## src/sv/ssa_pkg.sv

```systemverilog
// Shared constants, codes and controller/datapath interface types
// for the slab slot allocator. Depends on nothing.
package ssa_pkg;

    localparam int NUM_BLOCKS = 16;
    localparam int SLOTS_MAX  = 64;
    localparam int BLK_W      = 4;
    localparam int SLOT_W     = 6;
    localparam int HANDLE_W   = BLK_W + SLOT_W;
    localparam int CNT_W      = 7;
    localparam int TOTAL_W    = 11;
    localparam int ACT_W      = 5;
    localparam int STEP_W     = 5;
    localparam int CFG_IDX_W  = 2;
    localparam int CFG_DATA_W = 7;

    // Configuration register indexes.
    localparam logic [CFG_IDX_W-1:0] CFG_GROW_ENABLE     = 2'd0;
    localparam logic [CFG_IDX_W-1:0] CFG_SLOTS_PER_BLOCK = 2'd1;

    // Request function codes.
    localparam logic FUNC_ALLOC = 1'b0;
    localparam logic FUNC_FREE  = 1'b1;

    typedef enum logic [1:0] {
        ST_OK         = 2'd0,
        ST_ALLOC_FAIL = 2'd1,
        ST_BAD_FREE   = 2'd2
    } status_t;

    // Commands from the controller to the datapath.
    typedef struct packed {
        logic    load;
        logic    walk_step;
        logic    act_start;
        logic    chain_wr;
        logic    act_link;
        logic    take_rd;
        logic    take_wr;
        logic    free_rd;
        logic    free_wr;
        logic    respond;
        status_t resp_status;
    } ssa_cmd_t;

    // Status from the datapath to the controller.
    typedef struct packed {
        logic walk_found;
        logic walk_end;
        logic can_grow;
        logic chain_last;
        logic free_blk_ok;
        logic free_slot_ok;
    } ssa_stat_t;

endpackage

```

## src/sv/ssa_ctrl.sv

```systemverilog
// Sequencing state machine of the slab slot allocator.
// Depends on ssa_pkg for the command and status types.
module ssa_ctrl
    import ssa_pkg::*;
(
    input  logic      clk,
    input  logic      rst_n,
    input  logic      start,
    input  logic      func,
    input  ssa_stat_t stat,
    output ssa_cmd_t  cmd,
    output logic      busy
);

    typedef enum logic [2:0] {
        S_IDLE,
        S_WALK,
        S_CHAIN,
        S_LINK,
        S_TAKE_RD,
        S_TAKE_WR,
        S_FREE_RD,
        S_FREE_WR
    } state_t;

    state_t state_reg;
    state_t state_next;

    assign busy = (state_reg != S_IDLE);

    // Next state and command decode.
    always_comb
    begin
        cmd        = '0;
        cmd.resp_status = ST_OK;
        state_next = state_reg;
        unique case (state_reg)
            S_IDLE:
            begin
                if (start)
                begin
                    cmd.load   = 1'b1;
                    state_next = (func == FUNC_FREE) ? S_FREE_RD : S_WALK;
                end
            end
            S_WALK:
            begin
                priority if (stat.walk_found)
                begin
                    cmd.take_rd = 1'b1;
                    state_next  = S_TAKE_WR;
                end
                else if (stat.walk_end)
                begin
                    if (stat.can_grow)
                    begin
                        cmd.act_start = 1'b1;
                        state_next    = S_CHAIN;
                    end
                    else
                    begin
                        cmd.respond     = 1'b1;
                        cmd.resp_status = ST_ALLOC_FAIL;
                        state_next      = S_IDLE;
                    end
                end
                else
                begin
                    cmd.walk_step = 1'b1;
                end
            end
            S_CHAIN:
            begin
                cmd.chain_wr = 1'b1;
                if (stat.chain_last)
                begin
                    state_next = S_LINK;
                end
            end
            S_LINK:
            begin
                cmd.act_link = 1'b1;
                state_next   = S_TAKE_RD;
            end
            S_TAKE_RD:
            begin
                cmd.take_rd = 1'b1;
                state_next  = S_TAKE_WR;
            end
            S_TAKE_WR:
            begin
                cmd.take_wr = 1'b1;
                cmd.respond = 1'b1;
                state_next  = S_IDLE;
            end
            S_FREE_RD:
            begin
                if (stat.free_blk_ok)
                begin
                    cmd.free_rd = 1'b1;
                    state_next  = S_FREE_WR;
                end
                else
                begin
                    cmd.respond     = 1'b1;
                    cmd.resp_status = ST_BAD_FREE;
                    state_next      = S_IDLE;
                end
            end
            S_FREE_WR:
            begin
                cmd.respond = 1'b1;
                if (stat.free_slot_ok)
                begin
                    cmd.free_wr = 1'b1;
                end
                else
                begin
                    cmd.resp_status = ST_BAD_FREE;
                end
                state_next = S_IDLE;
            end
            default:
            begin
                state_next = S_IDLE;
            end
        endcase
    end

    // State register.
    always_ff @(posedge clk or negedge rst_n)
    begin
        if (!rst_n)
        begin
            state_reg <= S_IDLE;
        end
        else
        begin
            state_reg <= state_next;
        end
    end

endmodule

```

## config.mk

```make
export PLATFORM = sky130hd
export DESIGN_NAME = ssa_ctrl
export DESIGN_NICKNAME = d
export VERILOG_FILES = /design/src/sv/ssa_pkg.sv /design/src/sv/ssa_ctrl.sv
export SDC_FILE = /design/constraint.sdc
export NUM_CORES = 1
export LEC_CHECK = 0
export BUFFER_PORTS_ARGS = -buffer_cell sky130_fd_sc_hd__buf_4
export CAP_MARGIN = 5
export CORE_AREA = 5 5 42 44
export CTS_BUF_LIST = sky130_fd_sc_hd__clkbuf_8
export DETAILED_ROUTE_END_ITERATION = 8
export DIE_AREA = 0 0 47 49
export GPL_TIMING_DRIVEN = 0
export PLACE_DENSITY = 0.58
export SLEW_MARGIN = 20
export SYNTH_ARGS = -nofsm -noshare
export SYNTH_HDL_FRONTEND = slang
export SYNTH_SLANG_ARGS = --single-unit
```

## constraint.sdc

```tcl
create_clock -name clk -period 1.5 [get_ports clk]
set_input_delay 0.3 -clock clk [delete_from_list [all_inputs] [get_ports clk]]
set_output_delay 0.3 -clock clk [all_outputs]
set_load 0.01 [all_outputs]
```

==> flow_metrics.tcl, run 1 <==
set metrics [dict create \
    fin_util_pct 55.27 \
    wirelength_mm 1.475 \
    largest_reg_flops 3 \
    h-tree-depth 1 \
    cap_violations 0 \
    endpoint_kind "output port" \
    netlist_instances 51 \
    clock.fmax_ghz 0.5786 \
    firstDrtPassIters 4 \
    die_h_um 49 \
    synthFlopType "dfrtp_1" \
    die_w_um 47 \
    grt-busiest-layer "met2" \
    n_antenna_cell 0 \
    violations "setup timing" \
    crit_path_top_delay_cell "or4b_4" \
    port_buffers 22 \
    post-route-min-period_ns 1.728 \
    dieArea_sq_um 2303 \
    fin_worst_skew_ns 0.001205 \
    critPathTopFamily "simple AND/OR/NAND/NOR gates" \
    ys_async_sr_fraction_pct 100.0 \
    grtUsageMet1_pct 16.37 \
    yosys_warnings 0 \
    synth-seq-cells 3 \
    final_hold_viol_count 0 \
    fin_nets 98 \
    p_per_area_nw_per_um2 2057 \
    path_buf_inv 1 \
    syn2layout_area_growth_pct 107.7 \
    mostFrequentLayoutCells "29 x buf_4, 5 x nor2b_1, 4 x buf_6, 4 x clkbuf_8, 4 x nand2_1" \
    ant_nets 0 \
    num_rows 14 \
    critPathKind "flop to output port" \
    grt_pass1_wl_mm 2.394 \
    fillers 149 \
    multiInputGateArea_sq_um 336.6 \
    cts_num_sinks 3 \
    grt_pass1_vias 553 \
    clockRootBuffer "clkbuf_8" \
    hold_class "primary input to flop" \
    vias_per_cell 4.932 \
    drt_iter0_drc 9 \
    wl_per_cell_um 14.32 \
    setup_ws_ns -0.2284 \
    yosysUniqueCellTypes 27 \
    worst_pin_slew_ns 0.2316 \
    syn_nets 61 \
    clk_latency_ns 0.21 \
    leakagePower_nw 0.3704 \
    mostFrequentLayoutCell "buf_4" \
    design_area_sq_um 774.5 \
    arrival_ns 1.43 \
    cts_tree "yes" \
    drive_gt1_share_pct 59.77 \
    grt_start_max_net_pins 11 \
    vias 508 \
    peakVddDrop_mv 1.141 \
    register_area_sq_um 78.83 \
    cts_max_path_buffers 2 \
    ios 23 \
    avgSynthCellArea_sq_um 7.311 \
    start_kind "flop" \
    rsz0062_at_grt "true" \
    synth_area_sq_um 372.9 \
    total_power_mw 1.593 \
    numCtsBuffers 3 \
    use_met2_pct 21.49 \
    synth_seq_area_share_pct 20.13 \
    antenna_found_initial 0 \
    route.detailed.drc 0 \
    grt_use_met3_pct 4.059 \
    cp_slowest_stage_delay_ns 0.55 \
    worstPathRequired_ns 1.20 \
    crit_path_max_fanout 4 \
    synth_edf_count 0 \
    floorplan.core_area_sq_um 1401 \
    max_slew_margin_pct 84.46 \
    place_ws_ns -0.1593 \
    clk_pin_slew_worst_paths_ns 0.03 \
    place_congestion 0.7748 \
    fin_crit_sh_pct 115.2 \
    status "finished with violations" \
    crit_chain "or4b_4, nor2_4, buf_6" \
    postPlaceCellArea_sq_um 558.0 \
    final-max-slew-violation-count 0 \
    start_util_pct 26.61 \
    grt_overflow_total 0 \
    grt_use_total_pct 14.04 \
    finalSetupViolations 8 \
]
==> synthesized netlist by cell type (2+ instances only) <==
cell	n	share of area, %
a211oi_1	2	4.0
and3_1	3	5.0
buf_2	2	2.7
dfrtp_1	3	20
inv_1	2	2.0
nand2_1	6	6.0
nand2b_1	3	5.0
nor2_1	4	4.0
nor2b_1	5	8.4
o21ai_0	3	4.0
o21bai_1	2	4.0
==> kinds of logic (layout without fill, tap and decap cells) <==
| logic type | after synthesis | after routing | synth area share (%) |
|---|---|---|---|
| simple gates | 28 | 28 | 43.96 |
| compound gates | 15 | 15 | 30.20 |
| buf+inv | 5 | 41 | 5.705 |
| flops | 3 | 3 | 20.13 |
==> stage by stage <==
stage	std cells	TNS (ns)	hold WS, ns
floorplan	51	0	0.004409
global placement	89	-0.4449	0.08938
detailed placement	89	-0.4750	0.08995
CTS	100	-0.8198	0.3073
global route	103	-1.622	0.3070
finish	103	-0.9493	0.3126
==> metal layers <==
layer | vias to the layer above | routed length (um)
met5 | - | 0
met4 | 0 | 0
met3 | 0 | 62
met2 | 13 | 769
met1 | 237 | 643
li1 | 258 | -
==> worst paths after layout <==
check | start | end | slack (ns) | cells after the start
worst max register to register | state_reg[2]$_DFFE_PN0P_ | state_reg[1]$_DFFE_PN0P_ | 0.01 | 4
min in group asynchronous | rst_n | state_reg[2]$_DFFE_PN0P_ | 0.43 | 2
worst min register to register | state_reg[0]$_DFFE_PN0P_ | state_reg[1]$_DFFE_PN0P_ | 0.69 | 3
worst max-delay path | state_reg[2]$_DFFE_PN0P_ | cmd[10] | -0.23 | 3
worst min-delay path | stat[2] | state_reg[1]$_DFFE_PN0P_ | 0.31 | 2
max in group asynchronous | rst_n | state_reg[0]$_DFFE_PN0P_ | 0.96 | 2
==> layout make-up <==
cell class | instances | share of cell area, %
sequential | 3 | 10.18
inverter | 2 | 0.9693
multi-input combinational | 43 | 43.46
clock inverter | 1 | 0.4847
tap | 16 | 2.585
timing repair buffer | 32 | 32.79
buffer | 3 | 4.200
clock buffer | 3 | 5.331
==> power by group <==
part | switching (mW) | leakage [nW] | total (mW) | internal (mW)
combinational | 0.531 | 0.311 | 1.17 | 0.636
sequential | 0.0671 | 0.0329 | 0.200 | 0.133
clock | 0.0513 | 0.0269 | 0.225 | 0.174
==> timing repair <==
item / CTS / global route
resized for setup: 16 / 9
hold buffers: 1 / 0
endpoints found under the setup margin: 13 / 12
pin swaps: 2 / 6
buffers inserted: 6 / 3
hold endpoints to repair: 3 / 0
gates cloned: 0 / 0
No activity file was read; power rests on OpenSTA's default activity.
==> run 2, diff against run 1 <==
- BUFFER_PORTS_ARGS: -buffer_cell sky130_fd_sc_hd__buf_4 -> not set
- DONT_BUFFER_PORTS: not set -> 1
- PLACE_DENSITY: 0.58 -> 0.43
==> run 2 against run 1 <==
  * Sequential share of layout area up 2.2 points
  * Largest cell class unchanged
  * Die area unchanged
  * Worst hold slack worse by 0.11 ns
  * The flow still finishes with violations (setup timing)
  * Critical path type unchanged
  * Clock skew about the same
==> flow_metrics.tcl, run 2 (synthesized netlist as in run 1, its figures left out) <==
set metrics [dict create \
    drive_gt1_share_pct 62.50 \
    grt_start_max_net_pins 11 \
    p_seq_share_pct 14.8 \
    die_w_um 47 \
    p_comb_share_pct 69.6 \
    final.setup.tns_ns -0.5412 \
    largest_reg_flops 3 \
    netSwitchingPower_uw 626.6 \
    grt_use_total_pct 11.79 \
    cts_max_path_buffers 2 \
    place_congestion 0.6804 \
    crit_path_max_fanout 4 \
    dp.cells 67 \
    status "finished with violations" \
    cts_num_sinks 3 \
    stdcell_count 80 \
    p_int_uw 818.4 \
    clock.fmax_ghz 0.6147 \
    violations "setup timing" \
    leakagePower_nw 0.2469 \
    h-tree-depth 1 \
    worst_pin_slew_ns 0.3160 \
    clk_pin_slew_worst_paths_ns 0.03 \
    arrival_ns 1.33 \
    vias_per_cell 5.863 \
    peakVddDrop_mv 0.9749 \
    vias 469 \
    mostFrequentLayoutCells "6 x buf_4, 5 x buf_6, 4 x nor2_2" \
    rsz0062_at_grt "true" \
    fin_nets 75 \
    grt_pass1_vias 468 \
    firstDrtPassIters 4 \
    cts_tree "yes" \
    mostFrequentLayoutCell "buf_4" \
    floorplan.core_area_sq_um 1401 \
    crit_path_top_delay_cell "or4b_4" \
    hpwl_um 814.3 \
    critPathKind "flop to output port" \
    max_slew_margin_pct 78.81 \
    cap_violations 0 \
    drt_iter0_drc 5 \
    die_h_um 49 \
    syn2layout_area_growth_pct 70.13 \
    wl_per_cell_um 16.44 \
    post-route-min-period_ns 1.627 \
    clk_latency_ns 0.21 \
    clkPwrFrac_pct 15.6 \
    switching_share_pct 43.36 \
    hold_class "primary input to flop" \
    ant_nets 0 \
    route.detailed.drc 0 \
    antenna_found_initial 0 \
    fin_worst_skew_ns 0.001099 \
    endpoint_kind "output port" \
    finalSetupViolations 7 \
    final_hold_viol_count 0 \
    start_kind "flop" \
    worstPathRequired_ns 1.20 \
    grt_overflow_total 0 \
    grt_pass1_wl_mm 1.994 \
    start_util_pct 26.61 \
    final-max-slew-violation-count 0 \
    clockRootBuffer "clkbuf_8" \
    numCtsBuffers 3 \
    cp_slowest_stage_delay_ns 0.55 \
    dieArea_sq_um 2303 \
    setup_ws_ns -0.1269 \
    wirelength_mm 1.315 \
    num_rows 14 \
    crit_chain "or4b_4, nor2_4" \
    ios 23 \
    port_buffers 0 \
    fin_crit_sh_pct 108.5 \
    total_power_mw 1.445 \
    n_antenna_cell 0 \
    p_per_area_nw_per_um2 2278 \
    place_ws_ns -0.1508 \
]
-- run 2: path summary, 6_finish.rpt --
path,startpoint,endpoint,slack [ns],depth (start not counted)
setup / recovery,state_reg[2]$_DFFE_PN0P_,cmd[10],-0.13,2
hold / removal,stat[2],state_reg[1]$_DFFE_PN0P_,0.20,1
setup reg to reg,state_reg[2]$_DFFE_PN0P_,state_reg[1]$_DFFE_PN0P_,-0.11,5
hold reg to reg,state_reg[0]$_DFFE_PN0P_,state_reg[2]$_DFFE_PN0P_,0.75,2
max in group asynchronous,rst_n,state_reg[0]$_DFFE_PN0P_,1.01,1
min in group asynchronous,rst_n,state_reg[2]$_DFFE_PN0P_,0.34,1
-- run 2: metal layers --
metal | vias to the layer above | part of all wire, % | track usage (%) | wire, um
li1 | 215 | - | - | -
met1 | 227 | 33 | 12.42 | 438
met2 | 23 | 56 | 19.91 | 740
met3 | 4 | 8.7 | 3.690 | 115
met4 | 0 | 1.6 | 5.991 | 21
met5 | - | 0 | 0 | 0
-- run 2: per-stage QoR --
stage               utilization (%)  hold WS (ns)  instance area, sq um
finish                        45.27        0.2033                 634.4
CTS                           40.63        0.2059                 569.3
global route                  45.27        0.1937                 634.4
global placement              28.04      0.004506                 392.9
floorplan                         -      0.004409                 372.9
detailed placement            28.04      0.004511                 392.9
-- run 2: final cells by class --
cell class                      count  area [sq um]
Buffer                              3         30.03
Clock buffer                        3         41.29
Clock inverter                      1         3.754
Fill cell                         151         767.0
Inverter                            2         7.507
Multi-Input combinational cell     43         371.6
Sequential cell                     3         78.83
Tap cell                           16         20.02
Timing Repair Buffer                9         81.33
-- run 2: power by group through the flow --
stage	Sequential (mW)	Clock [mW]	Combinational, mW
6_report	0.214	0.225	1.01
5_1_grt	0.222	0.245	1.09
4_1_cts	0.201	0.232	0.843
3_5_place_dp	0.198	0	0.584
3_3_place_gp	0.200	0	0.584
2_1_floorplan	0.175	0	0.491
-- run 2: worst max-delay path, delay by kind of cell, from the launching register on --
kind	cells	cell delay (ns)
simple gates	2	0.70
flops	1	0.42
-- run 2: what timing repair did --
item	CTS	global route
endpoints found under the hold margin	3	0
hold buffers	1	0
gates resized for setup	21	15
gates cloned	0	0
endpoints found under the setup margin	10	13
buffers inserted	6	2
pin swaps	8	4
